**src/rtl/core/srsp_pkg.sv**
```systemverilog
// ---------------------------------------------------------------------------
// srsp_pkg: shared types and constants for the row segment planner
// Widths, register codes, segment and plan records, queue sizing.
// ---------------------------------------------------------------------------
package srsp_pkg;

  localparam int OUT_WIDTH = 4096;
  localparam int CFG_AW    = 5;
  localparam int Q_DEPTH   = 4;
  localparam int Q_AW      = $clog2(Q_DEPTH);
  localparam int Q_CW      = $clog2(Q_DEPTH + 1);

  // sample-domain working values all fit in 32 bits signed
  typedef logic signed [31:0] samp_t;

  localparam samp_t OUT_WIDTH_S = samp_t'(OUT_WIDTH);

  typedef enum logic [2:0] {
    CFG_EQUATOR_WIDTH = 3'd0,
    CFG_SHIFT         = 3'd1,
    CFG_OUT_LEFT      = 3'd2,
    CFG_OUT_SPAN      = 3'd3,
    CFG_IN_LEFT       = 3'd4,
    CFG_IN_SPAN       = 3'd5,
    CFG_OUT_CENTER    = 3'd6,
    CFG_IN_CENTER     = 3'd7
  } cfg_idx_t;

  typedef enum logic [2:0] {
    PLAN_EMPTY,
    PLAN_INSIDE,
    PLAN_COVER,
    PLAN_WRAP_HI,
    PLAN_WRAP_LO
  } plan_kind_t;

  typedef struct packed {
    logic        [30:0] equator_width_px;
    logic signed [31:0] shift_px;
    logic signed [31:0] out_left_px;
    logic        [30:0] out_span_px;
    logic signed [31:0] in_left_px;
    logic        [30:0] in_span_px;
    logic signed [20:0] out_center_sample;
    logic signed [20:0] in_center_sample;
  } cfg_t;

  typedef struct packed {
    logic signed [20:0] src;
    logic        [15:0] cnt;
    logic        [15:0] dst;
  } seg_t;

  typedef struct packed {
    seg_t seg0;
    seg_t seg1;
    logic two;
  } plan_t;

endpackage

```
**src/rtl/core/srsp_back.sv**
```systemverilog
// ---------------------------------------------------------------------------
// srsp_back: segment emitter
// Walks the one or two segments of the head plan into the output register.
// ---------------------------------------------------------------------------
module srsp_back (
  input  logic               clk,
  input  logic               rst_n,
  input  logic               q_empty,
  input  srsp_pkg::plan_t    q_head,
  output logic               q_pop,
  output logic               out_valid,
  input  logic               out_ready,
  output logic signed [20:0] out_src_sample,
  output logic [15:0]        out_copy_count,
  output logic [15:0]        out_dst_offset,
  output logic               out_last_segment
);
  import srsp_pkg::*;

  logic valid_r, valid_nxt;
  logic sel_r, sel_nxt;
  seg_t seg_r;
  logic last_r;
  logic load, last;
  seg_t seg;

  always_comb begin
    load      = (!valid_r || out_ready) && !q_empty;
    seg       = sel_r ? q_head.seg1 : q_head.seg0;
    last      = sel_r || !q_head.two;
    q_pop     = load && last;
    sel_nxt   = load ? !last : sel_r;
    valid_nxt = load ? 1'b1 : (valid_r && !out_ready);
  end

  always_ff @(posedge clk) begin
    if (!rst_n) begin
      valid_r <= 1'b0;
      sel_r   <= 1'b0;
    end else begin
      valid_r <= valid_nxt;
      sel_r   <= sel_nxt;
    end
  end

  always_ff @(posedge clk) begin
    if (load) begin
      seg_r  <= seg;
      last_r <= last;
    end
  end

  assign out_valid        = valid_r;
  assign out_src_sample   = seg_r.src;
  assign out_copy_count   = seg_r.cnt;
  assign out_dst_offset   = seg_r.dst;
  assign out_last_segment = last_r;

endmodule

```
**config.mk**
```make
export PLATFORM = sky130hd
export DESIGN_NAME = srsp_back
export DESIGN_NICKNAME = d
export VERILOG_FILES = /design/src/rtl/core/srsp_pkg.sv /design/src/rtl/core/srsp_back.sv
export SDC_FILE = /design/constraint.sdc
export NUM_CORES = 1
export LEC_CHECK = 0
export BUFFER_PORTS_ARGS = -buffer_cell sky130_fd_sc_hd__buf_2
export CAP_MARGIN = 25
export CORE_MARGIN = 4
export CORE_UTILIZATION = 45
export DETAILED_ROUTE_END_ITERATION = 12
export MAX_ROUTING_LAYER = met4
export PLACE_DENSITY = 0.85
export REMOVE_ABC_BUFFERS = 1
export SETUP_SLACK_MARGIN = 0.2
export SLEW_MARGIN = 0
export SYNTH_ARGS = -nofsm -noshare
export SYNTH_HDL_FRONTEND = slang
export SYNTH_SLANG_ARGS = --single-unit
```
**constraint.sdc**
```tcl
create_clock -name clk -period 7.9 [get_ports clk]
set_input_delay 1.185 -clock clk [delete_from_list [all_inputs] [get_ports clk]]
set_output_delay 1.185 -clock clk [all_outputs]
set_load 0.1 [all_outputs]
```
# After elaboration in Yosys (flattened, before gate mapping)
# Cells that the tools add are included.
# W data, S select, Z words.
# classes
mux	2
reduce_logical	10
# op_table
cell	count
$mux W53	1
$logic_not A1 Y1	5
$logic_and A1 B1 Y1	3
$logic_or A1 B1 Y1	2
$mux W1	1
# totals
inputBits	111
wordCells	18
out_inout_bits	56
ff_bits	56

# Depth between registers and ports, before layout
# logic_depth
depth_word	4
depth_mapped	4
ltp_nobuf	3

# Worst setup path after synthesis
# Ideal clock, no wire load.
# synth_path
kind	input-to-output
start	input q_head[0] in the netlist's numbering
end	output q_pop
required_ps	6715
path_stages	2
path_buffers	0
arrival_time_ps	3352
path_slack_ps	3363
cell_sequence	nor2b_1 > nor3_1
# synth_between
elab_chain_len	3
# synth_lines
element	line	rtl
start, declared	srsp_back.sv:9	input srsp_pkg::plan_t q_head,
$logic_not A1 Y1	srsp_back.sv:30	last = sel_r || !q_head.two;
$logic_or A1 B1 Y1	srsp_back.sv:30	
$logic_and A1 B1 Y1	srsp_back.sv:31	q_pop = load && last;
end, declared	srsp_back.sv:10	output logic q_pop,
# No other way between the ends.

# Worst setup path after layout
# layout_path
start	register sel_r
end	output q_pop
# layout_between
elab_chain_len	2
# layout_lines
element	line	rtl
start, declared	srsp_back.sv:21	logic sel_r, sel_nxt;
start signal, assigned	srsp_back.sv:42	sel_r <= sel_nxt;
$logic_or A1 B1 Y1	srsp_back.sv:30	
$logic_and A1 B1 Y1	srsp_back.sv:31	
# No other way between the ends.

==> results.sh <==
export IMPL_outcome="finished clean"
export IMPL_synth_seq_cells=56
export IMPL_fillers=417
export IMPL_h_tree_depth=2
export IMPL_cts_tree="yes"
export IMPL_p_int_uw=548
export IMPL_final_util_pct=64.8
export IMPL_core_sq_mm=0.00551
export IMPL_yosysTopAreaCellShare_pct=63.3
export IMPL_antenna_found_initial=0
export IMPL_post_cts_resized=0
export IMPL_synth_cell_types=12
export IMPL_ctsHoldBuffers=0
export IMPL_drt_iter0_drc=44
export IMPL_die_h_um=83.5
export IMPL_place_congestion=0.818
export IMPL_clockBufferDepth=2
export IMPL_post_cts_setup_buffers=0
export IMPL_ir_drop_mv=0.117
export IMPL_first_global_vias=1824
export IMPL_path_max_fanout=55
export IMPL_switchingPower_uw=277
export IMPL_grt_max_degree=56
export IMPL_place_hpwl_um=4650
export IMPL_cp_arrival_ns=2.22
export IMPL_die_area_sq_mm=0.00697
export IMPL_clock_sinks=56
export IMPL_syn_inst=125
export IMPL_stdcell_area_sq_mm=0.00357
export IMPL_vias=1730
export IMPL_place_area_sq_mm=0.00344
export IMPL_post_route_period_util_pct=43.0
export IMPL_insertion_delay_ns=0.30
export IMPL_cts_buffers_inserted=5
export IMPL_ys_warnings_count=0
export IMPL_crit_slowest_cell="dfxtp_4"
export IMPL_crit_path_start_kind="flip-flop"
export IMPL_slew_headroom_pct=34.5
export IMPL_skew_ns=0.00897
export IMPL_setup_viol=0
export IMPL_worstMarginPinSlew_ns=0.982
export IMPL_power_frac_clock_pct=25.4
export IMPL_worstHoldPathType="flip-flop to flip-flop"
export IMPL_switching_share_pct=33.6
export IMPL_io_pins=167
export IMPL_power_density_mw_per_mm2=231
export IMPL_multi_input_area_sq_um=835
export IMPL_drive_gt1_share_pct=77.9
export IMPL_seqCellArea_sq_mm=0.00167
export IMPL_die_w_um=83.5
export IMPL_wl_per_cell_um=16.3
export IMPL_worstPathRequired_ns=6.71
export IMPL_cp_cell_sequence="nor2b_1, nor3_1, buf_2"
export IMPL_rows=27
export IMPL_syn_area_sq_mm=0.00256
export IMPL_synthTopCellsByArea="edfxtp_1 (63%), mux2_4 (29%), buf_6 (2.6%)"
export IMPL_layout_nets=404
export IMPL_drv_slew=0
export IMPL_ys_seq_area_share_pct=64.8
export IMPL_num_antenna_cells=0
export IMPL_syn2layout_area_growth_pct=39.2
export IMPL_setup_tns_ns=0
export IMPL_overflow=0
export IMPL_start_util_pct=46.6
export IMPL_end_kind="output port"
export IMPL_path_clk_slew_ns=0.09
export IMPL_dr_pass1_iters=4
export IMPL_via_per_inst=4.73
export IMPL_drtAntennaViolNets=0
export IMPL_power_frac_comb_pct=30.2
export IMPL_critPathKind="flip-flop to output port"
export IMPL_synth_top_cell_by_area="edfxtp_1"
export IMPL_maxCapViolations=0
export IMPL_fmax_ghz=0.294
export IMPL_period_needed_ns=3.40
export IMPL_avgSynthCellArea_sq_um=20.5
export IMPL_wirelength_um=5970
export IMPL_port_buffers=166
export IMPL_cts_root_buf="clkbuf_8"
export IMPL_rsz0062_at_grt="false"
export IMPL_p_leak_nw=1.66
export IMPL_finalHoldViolations=0
export IMPL_grt_pass1_wl_um=9290
export IMPL_cpPeakStageDelay_ns=1.01
export IMPL_power_frac_seq_pct=44.4
export IMPL_grtUsageTotal_pct=17.5
export IMPL_drc_errors=0
[logic make-up (layout without fill, tap and decap cells)]
| family | after synthesis | after routing | share of synthesized area [%] |
|---|---|---|---|
| mux | 54 | 54 | 30.8 |
| compound gates | 1 | 1 | 0.293 |
| simple gates | 6 | 6 | 1.12 |
| buf+inv | 8 | 177 | 2.93 |
| flops | 56 | 56 | 64.8 |
[power by group through the flow]
stage | Sequential (mW) | Combinational [mW] | Clock (mW)
global route | 0.369 | 0.258 | 0.232
floorplan | 0.521 | 0.0516 | 0
CTS | 0.367 | 0.250 | 0.218
global placement | 0.372 | 0.246 | 0
detailed placement | 0.374 | 0.249 | 0
finish | 0.366 | 0.249 | 0.210
[per-stage QoR]
step,power [mW],setup slack (ns),cells,hold WS [ns]
global placement,0.618,4.58,358,0.663
detailed placement,0.623,4.55,358,0.707
floorplan,0.573,2.28,119,1.13
CTS,0.835,4.44,366,0.725
finish,0.825,4.50,366,0.724
global route,0.859,4.36,366,0.755
[layout by cell type (no fill, tap or decap), types with 2 or more instances in the layout]
cell / instances
buf_2: 166
edfxtp_1: 54
mux2_4: 49
clkbuf_8: 5
mux2_2: 4
nor2b_1: 2
inv_1: 2
nand2_1: 2
bufinv_16: 2
[worst paths after layout]
path	start	end	depth (start not counted)	slack, ns
max	sel_r	q_pop	3	4.50
min	out_valid	out_valid	2	0.72
max reg2reg	sel_r	out_src_sample[20]	1	6.20
min reg2reg	out_valid	out_valid	2	0.72
[Yosys cell counts (all sizes together)]
cell type  instances
edfxtp            54
mux2              53
buf                6
dfxtp              2
inv                2
nand2              2
nor2b              2
mux2i              1
nor2               1
nor3               1
o21a               1
[cell type report]
class                           count  area share, %
Sequential cell                    56           46.7
Clock inverter                      2           1.68
Inverter                            2          0.210
Multi-Input combinational cell     61           23.4
Clock buffer                        6           2.03
Timing Repair Buffer              167           23.5
Tap cell                           72           2.52
[flip-flops by register name (all words and copies together), names as in the netlist]
register and cells:
out_last_segment 1, out_src_sample 21, out_copy_count 16, out_dst_offset 16, sel_r 1, out_valid 1
[critical path: cells and delay by family, from the launching register on]
family	cells	cell delay (ns)
simple gates	2	0.42
flops	1	1.01
buf+inv	1	0.48
[routing by layer]
| metal | vias to the layer above | share of wire (%) | wire length (um) | GRT usage [%] |
|---|---|---|---|---|
| li1 | 815 | - | - | - |
| met1 | 816 | 36 | 2160 | 17.9 |
| met2 | 95 | 54 | 3210 | 32.1 |
| met3 | 4 | 8.8 | 527 | 5.63 |
| met4 | 0 | 1.2 | 71 | 5.12 |
| met5 | - | 0 | 0 | - |
No activity file was read; power rests on OpenSTA's default activity.
