[src/rtl/core/srsp_pkg.sv]
// ---------------------------------------------------------------------------
// srsp_pkg: shared types and constants for the row segment planner
// Widths, register codes, segment and plan records, queue sizing.
// ---------------------------------------------------------------------------
package srsp_pkg;

  localparam int OUT_WIDTH = 4096;
  localparam int CFG_AW    = 5;
  localparam int Q_DEPTH   = 4;
  localparam int Q_AW      = $clog2(Q_DEPTH);
  localparam int Q_CW      = $clog2(Q_DEPTH + 1);

  // sample-domain working values all fit in 32 bits signed
  typedef logic signed [31:0] samp_t;

  localparam samp_t OUT_WIDTH_S = samp_t'(OUT_WIDTH);

  typedef enum logic [2:0] {
    CFG_EQUATOR_WIDTH = 3'd0,
    CFG_SHIFT         = 3'd1,
    CFG_OUT_LEFT      = 3'd2,
    CFG_OUT_SPAN      = 3'd3,
    CFG_IN_LEFT       = 3'd4,
    CFG_IN_SPAN       = 3'd5,
    CFG_OUT_CENTER    = 3'd6,
    CFG_IN_CENTER     = 3'd7
  } cfg_idx_t;

  typedef enum logic [2:0] {
    PLAN_EMPTY,
    PLAN_INSIDE,
    PLAN_COVER,
    PLAN_WRAP_HI,
    PLAN_WRAP_LO
  } plan_kind_t;

  typedef struct packed {
    logic        [30:0] equator_width_px;
    logic signed [31:0] shift_px;
    logic signed [31:0] out_left_px;
    logic        [30:0] out_span_px;
    logic signed [31:0] in_left_px;
    logic        [30:0] in_span_px;
    logic signed [20:0] out_center_sample;
    logic signed [20:0] in_center_sample;
  } cfg_t;

  typedef struct packed {
    logic signed [20:0] src;
    logic        [15:0] cnt;
    logic        [15:0] dst;
  } seg_t;

  typedef struct packed {
    seg_t seg0;
    seg_t seg1;
    logic two;
  } plan_t;

endpackage

[src/rtl/core/srsp_cfg.sv]
// ---------------------------------------------------------------------------
// srsp_cfg: configuration register file
// APB-style write and read access to the eight planner registers.
// ---------------------------------------------------------------------------
module srsp_cfg (
  input  logic                         clk,
  input  logic                         rst_n,
  input  logic                         psel,
  input  logic                         penable,
  input  logic                         pwrite,
  input  logic [srsp_pkg::CFG_AW-1:0]  paddr,
  input  logic [31:0]                  pwdata,
  output logic [31:0]                  prdata,
  output logic                         pready,
  output srsp_pkg::cfg_t               cfg
);
  import srsp_pkg::*;

  cfg_t     cfg_r;
  cfg_idx_t idx;
  logic     wr_en;

  assign idx    = cfg_idx_t'(paddr[CFG_AW-1:2]);
  assign wr_en  = psel && penable && pwrite;
  assign pready = 1'b1;
  assign cfg    = cfg_r;

  always_ff @(posedge clk) begin
    if (!rst_n) begin
      cfg_r <= '0;
    end else if (wr_en) begin
      unique case (idx)
        CFG_EQUATOR_WIDTH: cfg_r.equator_width_px  <= pwdata[30:0];
        CFG_SHIFT:         cfg_r.shift_px          <= pwdata;
        CFG_OUT_LEFT:      cfg_r.out_left_px       <= pwdata;
        CFG_OUT_SPAN:      cfg_r.out_span_px       <= pwdata[30:0];
        CFG_IN_LEFT:       cfg_r.in_left_px        <= pwdata;
        CFG_IN_SPAN:       cfg_r.in_span_px        <= pwdata[30:0];
        CFG_OUT_CENTER:    cfg_r.out_center_sample <= pwdata[20:0];
        CFG_IN_CENTER:     cfg_r.in_center_sample  <= pwdata[20:0];
      endcase
    end
  end

  always_comb begin
    unique case (idx)
      CFG_EQUATOR_WIDTH: prdata = {1'b0, cfg_r.equator_width_px};
      CFG_SHIFT:         prdata = cfg_r.shift_px;
      CFG_OUT_LEFT:      prdata = cfg_r.out_left_px;
      CFG_OUT_SPAN:      prdata = {1'b0, cfg_r.out_span_px};
      CFG_IN_LEFT:       prdata = cfg_r.in_left_px;
      CFG_IN_SPAN:       prdata = {1'b0, cfg_r.in_span_px};
      CFG_OUT_CENTER:    prdata = {11'b0, cfg_r.out_center_sample};
      CFG_IN_CENTER:     prdata = {11'b0, cfg_r.in_center_sample};
    endcase
  end

endmodule

[config.mk]
export PLATFORM = sky130hd
export DESIGN_NAME = srsp_cfg
export DESIGN_NICKNAME = d
export VERILOG_FILES = /design/src/rtl/core/srsp_pkg.sv /design/src/rtl/core/srsp_cfg.sv
export SDC_FILE = /design/constraint.sdc
export NUM_CORES = 1
export LEC_CHECK = 0
export BUFFER_PORTS_ARGS = -buffer_cell sky130_fd_sc_hd__buf_2
export CELL_PAD_IN_SITES_DETAIL_PLACEMENT = 0
export CELL_PAD_IN_SITES_GLOBAL_PLACEMENT = 2
export CORE_AREA = 2 2 186 188
export DETAILED_ROUTE_END_ITERATION = 12
export DIE_AREA = 0 0 188 190
export PLACE_DENSITY_LB_ADDON = 0.12
export SLEW_MARGIN = 20
export SYNTH_ARGS = -nofsm -noshare
export SYNTH_HDL_FRONTEND = slang
export SYNTH_SLANG_ARGS = --single-unit
[constraint.sdc]
create_clock -name clk -period 2.2 [get_ports clk]
set_input_delay 0.11 -clock clk [delete_from_list [all_inputs] [get_ports clk]]
set_output_delay 0.11 -clock clk [all_outputs]
set_load 0.005 [all_outputs]
After elaboration in Yosys (flattened, before gate mapping)
Cells that the tools add are included.

Bits in registers: 231. Input bits: 42. Output and inout port bits: 264. Logic and storage cells: 27.

Eq/ne operators: 7. Mux-type cells: 1. Reduce and logical (&&, ||, !) cells: 11.

Operators with widths (number): 32-bit one-hot mux with 8 select lines (1); 2-bit AND reduction (8); 3-bit == test, second input constant (4); 3-bit by 2-bit == test with 1-bit output, second input constant (2); 3-bit by 1-bit == test with 1-bit output, second input constant (1); 3-bit zero test (1); 1-bit logical AND (2).

Longest topological paths before layout
Gate-level depths: netlist of run 1.

Depth in word-level cells: 3. Mapped depth: 7. Depth with buffers taken out: 4.

Least setup slack after synthesis of run 1
No wires, ideal clock.

Path type: in2out. Start point: input port paddr[3] (netlist bit). End point: output port prdata[11]. Data arrival time: 1.230 ns. Required time: 2.090 ns. Slack: 0.860 ns. Stages on the path: 7. Buffers on the path: 3. Cells stage by stage: buf_2 -> buf_4 -> buf_4 -> mux2i_1 -> o2bb2ai_1 -> a221oi_1 -> nor2_1.

Word-level cells in the longest chain between the ends: 2. Elaborated cells between the ends (all ways): 9. Classes of those cells: eq/ne (7); mux (1); reduce/logical (1).

Ends and longest elaborated chain: from (decl) (line srsp_cfg.sv:11) `input logic [srsp_pkg::CFG_AW-1:0] paddr,`; 3-bit == test, or another cell as far along (line srsp_cfg.sv:46) `unique case (idx)`; 32-bit one-hot mux with 8 select lines (*) (line srsp_cfg.sv:46); to (decl) (line srsp_cfg.sv:13) `output logic [31:0] prdata,`.

Every way passes the cells marked *; elsewhere a longest branch is shown, timed or not.

Final worst setup path of run 1
Start point: input port paddr[4] (netlist bit). End point: output port prdata[15].

The elaborated chain is that of the path after synthesis.

==> impl_metrics.py, run 1 <==
metrics = {
    "place": {
        "dp_slack_ns": 0.1814,
        "hpwl_um": 29100,
        "place.gp.congestion": 0.7689,
        "placed_cells": 2003,
        "port_buffers": 302,
    },
    "global_route": {
        "grt_usage": 0.2358,
        "grt_pass1_vias": 9770,
        "grt_max_degree": 82,
        "grt_pass1_wl_um": 64070,
        "grt-ovfl-total": 0,
        "antenna_found_initial": 0,
    },
    "critical_path": {
        "crit_path_end": "prdata[15]",
        "reg2reg_slack_ns": 1.46,
        "r2r_cells": 2,
        "cp_data_arrival_time_ns": 1.92,
        "critPathMaxFanout": 13,
        "start_kind": "input pin",
        "r2r-end": "cfg[120]",
        "crit_start": "paddr[4]",
        "required_ns": 2.09,
        "r2r_start": "cfg[120]",
        "endpoint_kind": "primary output",
        "path_class": "input pin to primary output",
    },
    "sta": {
        "slew_headroom": 0.3464,
        "fin_skew_ns": 0,
        "finalHoldViolations": 0,
        "finalSetupViolCount": 0,
        "rsz0062_at_grt": "no",
        "fin_crit_ns": 2.031,
        "timing.fmax_ghz": 0.4924,
        "setup_tns_ns": 0,
        "period_share": 0.9231,
        "fin_ws_ns": 0.1692,
        "worst_pin_slew_ns": 0.9804,
        "slew_violations": 0,
    },
    "run": {
        "cap_violations": 0,
    },
    "yosys": {
        "synthArstFlopShare": 0,
        "yosysMostFrequentCell": "nand2_1",
        "synthesis.area_sq_um": 10610,
        "yosysSeqAreaShare": 0.4360,
        "syn_avg_cell_area_sq_um": 8.006,
        "synth.distinct_cells": 39,
        "synth_cells": 1325,
        "netlist.area_leader.share": 0.4360,
        "ys_top_cells_by_area": "dfxtp_1, nand2_1, a21boi_0, a21boi_1, mux2i_1",
        "synth_seq_cells": 231,
        "synth_warnings": 0,
        "syn_nets": 1367,
        "synthFlopType": "dfxtp_1",
        "yosys-top-cells-count": "nand2_1, dfxtp_1, a21boi_0, a21boi_1, nor2_1",
        "synth_edf_count": 0,
        "yosysTopAreaCell": "dfxtp_1",
    },
    "cells_and_area": {
        "largest_reg_flops": 231,
        "drive_above_1_share": 0.2587,
        "fin_nets": 1652,
        "antenna_cells": 0,
        "finalNonFillerCells": 2086,
        "final_util": 0.4108,
        "area_growth_pct": 31.47,
    },
    "pwr": {
        "power_frac_comb": 0.077,
        "leakage_nw": 5.764,
        "switchingPower_mw": 2.356,
        "total_power_mw": 9.750,
        "seqPwrFrac": 0.435,
        "p_int_mw": 7.394,
        "clockPowerShare": 0.488,
        "switching_share": 0.2417,
        "peakVddDrop_mv": 0.5371,
        "pwr_density_cell_nw_per_um2": 699.1,
    },
    "floorplanning": {
        "start_util": 0.3125,
        "fp-row-count": 68,
        "fp.dieArea_sq_um": 35720,
        "die_w_um": 188,
        "ioPinCount": 306,
        "die_h_um": 190,
        "core-area_sq_um": 33950,
    },
    "clock_tree": {
        "ctsResizeCount": 0,
        "cts.sinks": 231,
        "cts_htree_levels": 1,
        "cts_tree": "done",
        "cts_buffers": 28,
        "clkTransAtPathRegs_ns": 0.06,
        "clock_path_buffers": 3,
        "root_buffer": "clkbuf_16",
        "clock_latency_ns": 0.54,
        "post_cts_buffers": 0,
    },
    "routing": {
        "firstDrtPassIters": 5,
        "drc": 0,
        "wl_per_cell_um": 20.90,
        "antenna_left": 0,
        "vias": 10240,
        "routed_wl_um": 43610,
        "vias_per_cell": 4.908,
        "drt_iter0_markers": 590,
    },
    "run_status": {
        "run_status": "complete, no violations",
    },
    "worst_hold_path": {
        "min_path_type": "input pin to register",
    },
}
-- power groups by stage --
stage	combinational [mW]	sequential, mW	clock (mW)
floorplan	0.393	4.33	0
global placement	0.708	4.33	0
detailed placement	0.710	4.33	0
CTS	0.756	4.24	4.85
global route	0.808	4.24	5.01
finish	0.748	4.24	4.76
-- placed cells by master (no fill, tap or decap), drive strengths merged, types with 7 or more instances in the layout --
master / n
a21boi: 231
a21oi: 7
a221oi: 38
a22o: 10
buf: 353
clkbuf: 46
dfxtp: 231
dlygate4sd3: 32
inv: 21
mux2i: 40
nand2: 467
nor2: 64
nor2b: 10
o2bb2ai: 24
-- layer usage --
metal	vias to the layer above	global-route usage	share of wire
met3	54	0.04556	0.057
met2	283	0.3927	0.46
met4	0	0.05118	0.017
met1	4914	0.3166	0.46
li1	4988	-	-
met5	-	0	0
-- layout make-up --
class	instances	area [sq um]
Clock buffer	46	899.6
Multi-Input combinational cell	942	5319
Timing Repair Buffer	385	2401
Tap cell	455	569.3
Sequential cell	231	4624
Clock inverter	5	50.05
Inverter	22	82.58
Fill cell	3535	20000
-- how the worst min path moves through the flow --
stage | depth (start not counted) | start | slack (ns) | endpoint
6_report | 5 | penable | 0.05 | cfg[67]
3_5_place_dp | 3 | pwdata[31] | 0.41 | cfg[104]
2_1_floorplan | 2 | pwdata[27] | 0.24 | cfg[100]
5_1_grt | 5 | penable | 0.06 | cfg[69]
3_3_place_gp | 3 | pwdata[31] | 0.40 | cfg[167]
4_1_cts | 5 | penable | 0.03 | cfg[67]
-- logic make-up (layout without fill, tap and decap cells) --
family,count (synthesis),in the layout,share of synthesized area
other cells,1,1,0.0003535
compound gates,335,335,0.2453
simple gates,565,565,0.2109
flops,231,231,0.4360
buf+inv,152,458,0.06865
mux,41,41,0.03881
-- timing repair --
item	CTS	global route
hold endpoints to repair	231	0
hold buffers	32	0
endpoints found under the setup margin	0	0
-- critical path, cell delays in order --
cell	delay, ns
buf_2	0.14
nand2b_1	0.17
nor2_2	0.74
buf_4	0.31
a221oi_1	0.10
nor2_1	0.19
buf_2	0.15
-- through the flow --
stage               instance area, sq um  hold WS, ns
finish                             13950      0.04957
global route                       13950      0.05533
CTS                                13950      0.02591
detailed placement                 12680       0.4110
global placement                   12680       0.4032
floorplan                          10610       0.2448
Power figures use the tool's default switching activity.
==> run 2, diff against run 1 <==
- MAX_ROUTING_LAYER: unset -> met4
==> run 2 against run 1 <==
Die area unchanged. Worst setup slack better by 0.0017 ns. Highest routed layer unchanged. Core utilization unchanged. Flip-flop and latch count unchanged. Routed wire length down 0.15%. Register-to-register slack about the same. Power about the same. Largest power group unchanged. Critical path depth unchanged. Global-route usage up 0.70 points. Clock skew unchanged. Sequential power about the same. Clock power about the same.
==> impl_metrics.py, run 2 (synthesized netlist as in run 1, its figures left out) <==
metrics = {
    "routing": {
        "vias_per_cell": 4.913,
        "vias": 10250,
        "antenna_left": 0,
        "firstDrtPassIters": 5,
        "drt_iter0_markers": 526,
        "wl_per_cell_um": 20.87,
        "routed_wl_um": 43540,
        "drc": 0,
    },
    "sta": {
        "slew_headroom": 0.3378,
        "rsz0062_at_grt": "no",
        "period_share": 0.9223,
        "setup_tns_ns": 0,
        "timing.fmax_ghz": 0.4928,
        "fin_crit_ns": 2.029,
        "fin_skew_ns": 0,
        "slew_violations": 0,
        "finalSetupViolCount": 0,
        "finalHoldViolations": 0,
        "worst_pin_slew_ns": 0.9933,
        "hold_ws_ns": 0.05040,
    },
    "global_route": {
        "busiest_layer": "met2",
        "grt_pass1_wl_um": 64000,
        "grt-ovfl-total": 0,
        "grt_pass1_vias": 9784,
        "antenna_found_initial": 0,
        "grt_max_degree": 82,
        "global_route.usage.met2": 0.3923,
        "grt_use_met3": 0.04427,
        "met1_usage": 0.3178,
        "grt_usage": 0.2429,
    },
    "place": {
        "dpl_cell_area_sq_um": 12680,
        "hpwl_um": 29100,
        "place.gp.congestion": 0.7792,
        "port_buffers": 302,
    },
    "clock_tree": {
        "cts_buffers": 28,
        "cts_htree_levels": 1,
        "cts.sinks": 231,
        "clock_latency_ns": 0.54,
        "cts_tree": "done",
        "post_cts_buffers": 0,
        "cts_hold_buf": 32,
        "clkTransAtPathRegs_ns": 0.06,
        "ctsResizeCount": 0,
        "root_buffer": "clkbuf_16",
        "clock_path_buffers": 3,
    },
    "critical_path": {
        "start_kind": "input pin",
        "cp_slowest_cell": "nor2_2",
        "required_ns": 2.09,
        "cp_data_arrival_time_ns": 1.92,
        "path_common_cell": "buf_2",
        "crit_chain": "buf_2, nand2b_1, nor2_2, buf_4, a221oi_1, nor2_1, buf_2",
        "endpoint_kind": "primary output",
        "path_delay_family": "simple AND/OR/NAND/NOR gates",
        "critPathMaxFanout": 13,
        "path_class": "input pin to primary output",
        "cp_num_buf_inv": 3,
        "reg2reg_slack_ns": 1.46,
        "crit_path_max_incr_delay_ns": 0.73,
    },
    "cells_and_area": {
        "antenna_cells": 0,
        "fill_cells": 3535,
        "stdcell_area_sq_um": 13950,
        "regArea_sq_um": 4624,
        "drive_above_1_share": 0.2587,
        "multiInputGateArea_sq_um": 5319,
        "area_growth_pct": 31.47,
        "fin_nets": 1652,
        "final_util": 0.4108,
        "final_common_cell": "nand2_1",
        "largest_reg_flops": 231,
        "layout_common_cells": "nand2_1, buf_2, dfxtp_1, a21boi_0, a21boi_1",
    },
    "pwr": {
        "leakage_nw": 5.764,
        "peakVddDrop_mv": 0.5373,
        "pwr_density_cell_nw_per_um2": 698.8,
    },
    "floorplanning": {
        "fp-row-count": 68,
        "die_h_um": 190,
        "fp.dieArea_sq_um": 35720,
        "core-area_sq_um": 33950,
        "die_w_um": 188,
        "start_util": 0.3125,
        "ioPinCount": 306,
    },
    "worst_hold_path": {
        "min_path_type": "input pin to register",
    },
    "run": {
        "cap_violations": 0,
    },
    "run_status": {
        "run_status": "complete, no violations",
    },
}
-- run 2: cell counts in the layout (fill, tap and decap cells not counted) --
Identical to the previous run, type by type.
-- run 2: worst paths after layout --
check	endpoint	depth (start not counted)	start
worst min-delay path	cfg[67]	5	penable
worst max register to register	cfg[120]	2	cfg[120]
worst min register to register	cfg[220]	2	cfg[220]
worst max-delay path	prdata[15]	7	paddr[4]
-- run 2: power by group --
part | switching [mW] | internal, mW | total [mW]
Clock | 1.88 | 2.88 | 4.76
Combinational | 0.449 | 0.299 | 0.748
Sequential | 0.0261 | 4.21 | 4.24
Total | 2.35 | 7.39 | 9.74
-- run 2: worst min-delay path: stages --
cell and delay, ns:
buf_2 0.12, nand4b_4 0.11, nor2_4 0.08, nand2_1 0.07, a21boi_1 0.05
-- run 2: layer usage --
| metal | wire (um) | up-vias |
|---|---|---|
| met5 | 0 | - |
| met4 | 737 | 0 |
| met3 | 2660 | 54 |
| met2 | 20210 | 317 |
| li1 | - | 4988 |
| met1 | 19930 | 4889 |
-- run 2: layout make-up --
cell class	instances	share of cell area
Tap cell	455	0.04082
Timing Repair Buffer	385	0.1722
Inverter	22	0.005921
Clock inverter	5	0.003589
Multi-Input combinational cell	942	0.3814
Sequential cell	231	0.3316
Clock buffer	46	0.06451
-- run 2: per-stage QoR --
| stage | total power, mW | setup WS (ns) | instances |
|---|---|---|---|
| 2_1_floorplan | 4.722 | 0.8602 | 1325 |
| 3_3_place_gp | 5.041 | 0.1787 | 2003 |
| 3_5_place_dp | 5.043 | 0.1814 | 2003 |
| 4_1_cts | 9.845 | 0.1827 | 2086 |
| 5_1_grt | 10.07 | 0.1197 | 2086 |
| 6_report | 9.745 | 0.1709 | 2086 |
