--- config.mk ---
export PLATFORM = sky130hd
export DESIGN_NAME = srsp_queue
export DESIGN_NICKNAME = d
export VERILOG_FILES = /design/src/rtl/core/srsp_pkg.sv /design/src/rtl/core/srsp_queue.sv
export SDC_FILE = /design/constraint.sdc
export NUM_CORES = 1
export LEC_CHECK = 0
export ABC_CLOCK_PERIOD_IN_PS = 4600
export BUFFER_PORTS_ARGS = -buffer_cell sky130_fd_sc_hd__buf_4
export CAP_MARGIN = 40
export CORE_MARGIN = 1.5
export CORE_UTILIZATION = 30
export CTS_BUF_LIST = sky130_fd_sc_hd__clkbuf_2
export DETAILED_ROUTE_END_ITERATION = 8
export PLACE_DENSITY = 0.5
export REMOVE_ABC_BUFFERS = 1
export SYNTH_ARGS = -nofsm -noshare
export SYNTH_HDL_FRONTEND = slang
export SYNTH_SLANG_ARGS = --single-unit
--- constraint.sdc ---
create_clock -name clk -period 4.6 [get_ports clk]
set_input_delay 0.92 -clock clk [delete_from_list [all_inputs] [get_ports clk]]
set_output_delay 0.92 -clock clk [all_outputs]
set_load 0.05 [all_outputs]
--- src/rtl/core/srsp_pkg.sv ---
// ---------------------------------------------------------------------------
// srsp_pkg: shared types and constants for the row segment planner
// Widths, register codes, segment and plan records, queue sizing.
// ---------------------------------------------------------------------------
package srsp_pkg;

  localparam int OUT_WIDTH = 4096;
  localparam int CFG_AW    = 5;
  localparam int Q_DEPTH   = 4;
  localparam int Q_AW      = $clog2(Q_DEPTH);
  localparam int Q_CW      = $clog2(Q_DEPTH + 1);

  // sample-domain working values all fit in 32 bits signed
  typedef logic signed [31:0] samp_t;

  localparam samp_t OUT_WIDTH_S = samp_t'(OUT_WIDTH);

  typedef enum logic [2:0] {
    CFG_EQUATOR_WIDTH = 3'd0,
    CFG_SHIFT         = 3'd1,
    CFG_OUT_LEFT      = 3'd2,
    CFG_OUT_SPAN      = 3'd3,
    CFG_IN_LEFT       = 3'd4,
    CFG_IN_SPAN       = 3'd5,
    CFG_OUT_CENTER    = 3'd6,
    CFG_IN_CENTER     = 3'd7
  } cfg_idx_t;

  typedef enum logic [2:0] {
    PLAN_EMPTY,
    PLAN_INSIDE,
    PLAN_COVER,
    PLAN_WRAP_HI,
    PLAN_WRAP_LO
  } plan_kind_t;

  typedef struct packed {
    logic        [30:0] equator_width_px;
    logic signed [31:0] shift_px;
    logic signed [31:0] out_left_px;
    logic        [30:0] out_span_px;
    logic signed [31:0] in_left_px;
    logic        [30:0] in_span_px;
    logic signed [20:0] out_center_sample;
    logic signed [20:0] in_center_sample;
  } cfg_t;

  typedef struct packed {
    logic signed [20:0] src;
    logic        [15:0] cnt;
    logic        [15:0] dst;
  } seg_t;

  typedef struct packed {
    seg_t seg0;
    seg_t seg1;
    logic two;
  } plan_t;

endpackage

--- src/rtl/core/srsp_queue.sv ---
// ---------------------------------------------------------------------------
// srsp_queue: plan queue
// Small first-in first-out buffer between the geometry pipeline and the
// segment emitter.
// ---------------------------------------------------------------------------
module srsp_queue (
  input  logic            clk,
  input  logic            rst_n,
  input  logic            push,
  input  srsp_pkg::plan_t push_data,
  input  logic            pop,
  output logic            full,
  output logic            empty,
  output srsp_pkg::plan_t head
);
  import srsp_pkg::*;

  plan_t           mem_r [Q_DEPTH];
  logic [Q_AW-1:0] wr_ptr_r, rd_ptr_r;
  logic [Q_CW-1:0] cnt_r;

  assign full  = cnt_r == Q_CW'(Q_DEPTH);
  assign empty = cnt_r == '0;
  assign head  = mem_r[rd_ptr_r];

  always_ff @(posedge clk) begin
    if (push) begin
      mem_r[wr_ptr_r] <= push_data;
    end
  end

  always_ff @(posedge clk) begin
    if (!rst_n) begin
      wr_ptr_r <= '0;
      rd_ptr_r <= '0;
      cnt_r    <= '0;
    end else begin
      if (push) begin
        wr_ptr_r <= wr_ptr_r + 1'b1;
      end
      if (pop) begin
        rd_ptr_r <= rd_ptr_r + 1'b1;
      end
      unique case ({push, pop})
        2'b10:   cnt_r <= cnt_r + 1'b1;
        2'b01:   cnt_r <= cnt_r - 1'b1;
        default: cnt_r <= cnt_r;
      endcase
    end
  end

endmodule

Word-level counts from Yosys, hierarchy flattened
Memory sizes are Yosys's and may differ from the RTL's. A register that Yosys moved wholly into a read port is not among the register bits.
Index checks and enable logic that the tools add are counted.
Widths: inputs -> output; s select.
{ "op_classes": {"addsub": 4, "n_mul": 0, "n_div": 0, "order_cmp": 0, "eq_ne": 3, "n_shift": 0, "n_mux": 5, "n_bitwise": 0, "n_reduce_logical": 2} }
{ "op_table": {"columns": ["cell", "n"], "rows": [
  ["$pmux 3 s2", 1],
  ["$add 2x1->2 const B", 2],
  ["$mux 2", 2],
  ["$add 3x1->3 const B", 1],
  ["$eq 3x3->1 const B", 1],
  ["$logic_not 3->1", 1],
  ["$sub 3x1->3 const B", 1],
  ["$eq 2x1->1 const B", 1],
  ["$eq 2x2->1 const B", 1],
  ["$mux 1", 2],
  ["$reduce_bool 2->1", 1]
]} }
{ "totals": {"register_bits": 7, "latch_bits": 0, "mem_bits_rw": 428, "rom_bits": 0, "input_bits": 111, "wordCells": 18, "mem_count": 1} }
{ "memory_table": {"columns": ["memory", "words", "word_bits", "rd", "rd_ports_with_merged_regs", "wr", "line", "source"], "rows": [
  ["mem_r", 4, 107, 1, 1, 1, "srsp_queue.sv:18", "plan_t mem_r [Q_DEPTH];"]
]} }

Logic depth before layout (Yosys ltp)
Gate-level depths: netlist (run 1).
{ "logic_depth": {"ltp_word": 3, "ltp_mapped": 7, "ltp_nobuf": 7} }

Least setup slack after synthesis (run 1)
Ideal clock, no wire load.
{ "synth_path": {"kind": "input to register", "from": "in push", "to": "mem mem_r[0][0] (netlist name) (enable)", "setup_ns": 0.478, "t_arrival_ns": 3.385, "setup_slack_ns": 0.737, "path_stages": 1, "path_buffers": 0, "cell_sequence": "and2_1"} }
{ "synth_via": {"elab_chain_cells": 2} }
{ "synth_lines": {"columns": ["item", "line", "source"], "rows": [
  ["from (decl)", "srsp_queue.sv:9", "input logic push,"],
  ["$mux 1", "srsp_queue.sv:27", "if (push) begin"],
  ["$mux 1 (implied by the code)", "srsp_queue.sv:28", "mem_r[wr_ptr_r] <= push_data;"],
  ["to (decl)", "srsp_queue.sv:18", null]
]} }
Every way passes these cells.

==> summary.txt, run 1 <==
DIE WIDTH = 233 µm
Initial Utilization = 30.2%
total wire length = 34.4 mm
Sink Count = 437
synthesized cell area = 15900 µm²
DP HPWL = 19.0 mm
outcome = complete, no violations
total CTS buffers = 112
clock latency on the worst-skew pair = 1.08 ns
Syn-to-layout area delta = 29.8%
Final setup viols = 0
Hold WC Path Type = reg2reg
Cells after Synth = 605
max-slew violations = 0
Setup CP Type = reg2out
Final ANT Viol Nets = 0
hold endpoint = cnt_r[2]
yosys warns = 0
top-level port count = 220
number of post-CTS setup repair buffers = 0
synthesized area per cell = 26.2 µm²
skew final = 0.0763 ns
r2r setup slk = 2.61 ns
total grt overflow = 0
net total in the final layout = 1160
Avg WL per Cell = 19.0 µm
CTS Root Cell = clkbuf_2
global-route wire length before repair = 51.6 mm
R2R Path Start = wr_ptr_r[0]
H-tree levels = 3
Die Ht = 233 µm
All-Layer GR Usage = 13.0%
fin crit period = 3.78 ns
die area = 54300 µm²
fmax = 265 MHz
worst IR drop on VDD = 186 µV
r2r worst-path depth = 4
Seq/Total Area, Yosys = 82.2%
Cell variety after synth = 21
PortBufs = 219
Critical Path Sink Type = primary output
layout cells sized above 1 = 47.0%
CP arrival = 2.86 ns
initial DRC count = 327
setup_tns = 0 ns
critical path required time = 3.68 ns
Yosys reg bits = 437
Hold Path Depth = 2
CTS tree = yes
Vias = 7903
Worst Max-Slew Pin Slew = 0.818 ns
drt first pass iters = 5
routability cong. = 0.664
FP Rows = 84
Pwr Density = 421 nW/µm²
worst r2r dst = mem_r[0][62]
initial antenna violation count = 4
Slew headroom = 45.4%
Final Hold Violating Endpoints = 0
crit share post-route = 82.1%
CORE AREA = 52400 µm²
detailed-route vias per instance = 4.36
largest net degree at the start of global routing = 62
Hold Path Origin = cnt_r[2]
DRC errors left = 0
Crit Path Max Fanout = 33
clock-pin slew reported for the worst setup and hold paths after clock tree synthesis = 0.10 ns
Clock Tree Buf Depth = 3
vias in the first global route = 8626
crit start category = register
RSZ-0062 raised after global routing = false
maxcap violations = 0
LEAKAGE = 7.13 nW
Core Util, Final = 39.2%
## sequential cells by signal (all words and copies together) (netlist names), named ones only
register and cells:
rd_ptr_r 2, mem_r 428, wr_ptr_r 2, cnt_r 3
## cells by family after synthesis
kind of cell / Yosys count / synth area share, %
xor+xnor: 5 / 0.276
mux: 108 / 15.3
fa+ha+maj: 6 / 0.521
flops: 437 / 82.2
compound gates: 3 / 0.110
buf+inv: 30 / 1.07
simple gates: 16 / 0.592
## cell usage in the layout (no fill, tap or decap), types with 2 or more instances in the layout
master and n:
edfxtp_1 428, buf_4 228, clkbuf_2 168, dlygate4sd3_1 110, mux4_2 107, clkinv_1 16, buf_12 9, dfxtp_1 7
inv_1 6, and2_1 6, ha_1 5, and2_4 4, clkinv_2 4, diode_2 3, xor2_1 3, xnor2_1 2
nand2_1 2, o21ai_0 2, dfxtp_4 2
## where the power goes
| part | internal [mW] | switching, mW | total [mW] |
|---|---|---|---|
| clock network | 1.01 | 1.51 | 2.53 |
| registers | 4.57 | 0.0506 | 4.62 |
| logic | 0.569 | 0.943 | 1.51 |
| total | 6.15 | 2.51 | 8.65 |
## final cells by class
| type | count | area [µm²] |
|---|---|---|
| repair buffers | 348 | 3020 |
| diodes | 3 | 7.51 |
| clock buffers | 168 | 841 |
| multi-input cells | 138 | 2670 |
| well taps | 688 | 861 |
| flip-flops and latches | 437 | 13000 |
| clock inverters | 23 | 121 |
| fillers | 4787 | 31900 |
| inverters | 6 | 22.5 |
## synthesized netlist by cell type, drive strengths merged
cell type,instances,area (µm²)
o21ai,2,10.0
a21boi,1,7.51
ha,5,62.6
nand2,2,7.51
buf,17,120
or3,1,6.26
mux2i,1,10.0
xor2,3,26.3
nor2b,1,6.26
clkbuf,7,26.3
xnor2,2,17.5
and2,10,62.6
dfxtp,9,180
nor3,1,5.00
mux4,107,2410
fa,1,20.0
and3,1,6.26
inv,6,22.5
edfxtp,428,12900
## layer usage
metal	global-route usage, %	vias to the layer above	share of wire (%)
met4	5.83	2	2.0
li1	-	3546	-
met3	4.46	48	6.2
met2	20.0	234	48
met1	16.5	4073	44
met5	0	-	0.032
## what timing repair did
| action | in CTS | in global routing |
|---|---|---|
| gates resized for setup | 0 | 0 |
| hold endpoints to repair | 437 | 0 |
| hold buffers | 110 | 0 |
## worst max-delay path, cell delays in order, from the launching register on
cell     delay, ns
dfxtp_4       0.43
buf_16        0.28
buf_4         0.29
mux4_2        0.53
buf_4         0.21
## worst max path at each step
stage | endpoint | depth (start not counted)
global placement | head[98] | 3
floorplan | head[0] | 1
detailed placement | head[61] | 4
finish | head[61] | 4
CTS | head[61] | 4
global route | head[98] | 4
## through the flow
| step | area, µm² | std cells | total power, mW | worst slack [ns] | hold WS, ns |
|---|---|---|---|---|---|
| after floorplan | 15700 | 581 | 5.67 | -1.62 | 0.473 |
| after global placement | 18500 | 1506 | 6.15 | 1.62 | 0.492 |
| after detailed placement | 18500 | 1507 | 6.17 | 1.88 | 0.496 |
| after CTS | 20600 | 1808 | 8.87 | 0.481 | 0.287 |
| after global routing | 20600 | 1811 | 9.12 | 0.463 | 0.334 |
| final | 20600 | 1811 | 8.65 | 0.824 | 0.510 |
No activity file was read; power rests on OpenSTA's default activity.
==> run 2: changes to the inputs <==
- ABC_CLOCK_PERIOD_IN_PS: 4600 -> 3130
- PLACE_DENSITY: 0.5 -> 0.52
- clock period: 4.6 -> 3.13 ns (I/O delays scaled with it)
==> run 2 against run 1 <==
  * The flow now finishes with violations (negative setup slack)
  * Clock skew shrank 0.037 ns
  * First-iteration DRC count shrank 6.7%
  * Setup slack lost 0.91 ns
  * Sequential power grew 47%
  * Non-clock buffer count grew 38
  * Global-route usage grew 0.82 points
  * Highest routed layer is now met4
  * Combinational power grew 77%
  * Critical path depth grew 2
  * Cell count grew 2.8%
  * Largest cell class unchanged
  * Worst hold slack lost 0.21 ns
  * Sequential cell count is the same
  * Routed wire length grew 7.6%
==> summary.txt, run 2 (synthesized netlist as in run 1, its figures left out) <==
outcome = complete, but fails checks (was complete, no violations)
violated checks = negative setup slack
Critical Path Sink Type = primary output (unchanged)
All-Layer GR Usage = 13.8% (was 13.0%)
CTS tree = yes (unchanged)
post-route insts no fill = 1862 (was 1811)
Worst Max-Slew Pin Slew = 0.661 ns (was 0.818 ns)
Crit Path Max Fanout = 5 (was 33)
commonest non-fill, non-tap cells in the layout = edfxtp_1 (428), clkbuf_2 (165), buf_4 (125) (was edfxtp_1 (428), buf_4 (228), clkbuf_2 (168))
largest net degree at the start of global routing = 50 (was 62)
Hold WC Path Type = in2reg (was reg2reg)
crit path buf inv count = 5 (was 3)
Final ANT Viol Nets = 0 (unchanged)
CORE AREA = 52400 µm² (unchanged)
CTS Root Cell = clkbuf_2 (unchanged)
DP HPWL = 19.8 mm (was 19.0 mm)
Fillers = 4654 (was 4787)
critical path required time = 2.50 ns (was 3.68 ns)
fin crit period = 3.22 ns
worst IR drop on VDD = 347 µV (was 186 µV)
layout cells sized above 1 = 48.0% (was 47.0%)
Initial Utilization = 30.2% (unchanged)
detailed-route vias per instance = 4.37 (was 4.36)
Final Hold Violating Endpoints = 0 (unchanged)
Final setup viols = 102 (was 0)
total grt overflow = 0 (unchanged)
maxcap violations = 0 (unchanged)
H-tree levels = 3 (unchanged)
delay-heaviest family, CP = buffers and inverters (unchanged)
PortBufs = 219 (unchanged)
final setup margin = -0.0861 ns (was 0.824 ns)
max reg flops = 428 (unchanged)
skew final = 0.0389 ns (was 0.0763 ns)
Clock Tree Buf Depth = 3 (unchanged)
slowest stage delay, CP = 0.52 ns (was 0.53 ns)
initial DRC count = 305 (was 327)
Crit-path slowest cell = mux4_2 (unchanged)
Slew headroom = 55.9% (was 45.4%)
biggest regs = mem_r (428), cnt_r (3) (unchanged)
initial antenna violation count = 2 (was 4)
Die Ht = 233 µm (unchanged)
Setup CP Type = reg2out (unchanged)
Placed Cells = 1511 (was 1507)
vias in the first global route = 8937 (was 8626)
clock-pin slew reported for the worst setup and hold paths after clock tree synthesis = 0.10 ns (about the same)
DRC errors left = 0 (unchanged)
total wire length = 37.0 mm (was 34.4 mm)
Vias = 8131 (was 7903)
top-level port count = 220 (unchanged)
max-slew violations = 0 (unchanged)
die area = 54300 µm² (unchanged)
total CTS buffers = 111 (was 112)
LEAKAGE = 7.66 nW (was 7.13 nW)
routability cong. = 0.662 (was 0.664)
crit-path cells = buf_12 > buf_12 > buf_8 > buf_16 > mux4_2 > buf_6 (was buf_16 > buf_4 > mux4_2 > buf_4)
Avg WL per Cell = 19.9 µm (was 19.0 µm)
crit share post-route = 103%
Pwr Density = 606 nW/µm² (was 421 nW/µm²)
Post-Place Setup Slack = 0.808 ns (was 1.88 ns)
CP arrival = 2.59 ns (was 2.86 ns)
Worst path most repeated cell = buf_12 (was buf_4)
RSZ-0062 raised after global routing = true (was false)
commonest non-fill, non-tap cell in the layout = edfxtp_1 (unchanged)
Top reg by flops = mem_r (unchanged)
Syn-to-layout area delta = 37.9% (was 29.8%)
drt first pass iters = 4 (was 5)
global-route wire length before repair = 54.0 mm (was 51.6 mm)
net total in the final layout = 1197 (was 1160)
Sink Count = 437 (unchanged)
fmax = 311 MHz
FP Rows = 84 (unchanged)
crit start category = register (unchanged)
clock latency on the worst-skew pair = 1.05 ns (was 1.08 ns)
DIE WIDTH = 233 µm (unchanged)
run 2: power by group:
group / internal [mW] / switching [mW]
registers: 6.71 / 0.0636
logic: 1.17 / 1.52
clock network: 1.50 / 2.29
run 2: final timing paths:
kind,from,endpoint,slack [ns],cells past startpoint
setup / recovery,register,head[75],-0.09,6
hold / removal,push_data[7],mem_r[0][7],0.30,2
setup reg to reg,wr_ptr_r[0],mem_r[2][54],1.26,4
hold reg to reg,cnt_r[2],cnt_r[2],0.52,2
run 2: repair_timing:
action	4_1_cts	5_1_grt
buffers inserted	19	0
resized for setup	146	13
hold buffers	112	0
endpoints found under the setup margin	107	107
endpoints found under the hold margin	476	0
cloned	14	2
run 2: metal layers:
metal / share of wire (%) / vias to the layer above / GRT usage, % / wire [µm]
li1: - / 3654 / - / -
met1: 42 / 4188 / 17.0 / 15700
met2: 49 / 230 / 22.3 / 18300
met3: 5.9 / 59 / 4.24 / 2190
met4: 2.2 / 0 / 6.05 / 808
met5: 0 / - / 0 / 0
run 2: area by class of cell:
| cell class | count | area, µm² | area share, % |
|---|---|---|---|
| clock buffer | 165 | 826 | 3.78 |
| timing repair buffer | 386 | 4250 | 19.4 |
| sequential | 437 | 13000 | 59.6 |
| clock inverter | 40 | 193 | 0.881 |
| antenna | 2 | 5.00 | 0.0229 |
| inverter | 6 | 22.5 | 0.103 |
| multi-input combinational | 138 | 2670 | 12.2 |
| tap | 688 | 861 | 3.94 |
run 2: stage by stage:
step	cell area, µm²	total power, mW	hold WS (ns)	TNS (ns)	utilization (%)
3_3_place_gp	18600	9.05	0.495	0	35.4
2_1_floorplan	15700	8.33	0.473	-487.36	-
3_5_place_dp	18600	9.07	0.513	0	35.4
4_1_cts	21800	13.5	0.0345	-32.92	41.6
6_report	21900	13.3	0.303	-3.31	41.7
5_1_grt	21900	13.9	0.112	-28.04	41.7
run 2: worst reg2reg max path, stage by stage, from the launching register on:
cell and delay (ns):
dfxtp_1 0.37, inv_1 0.10, ha_1 0.15, and2_4 0.58
buf_4 0.35
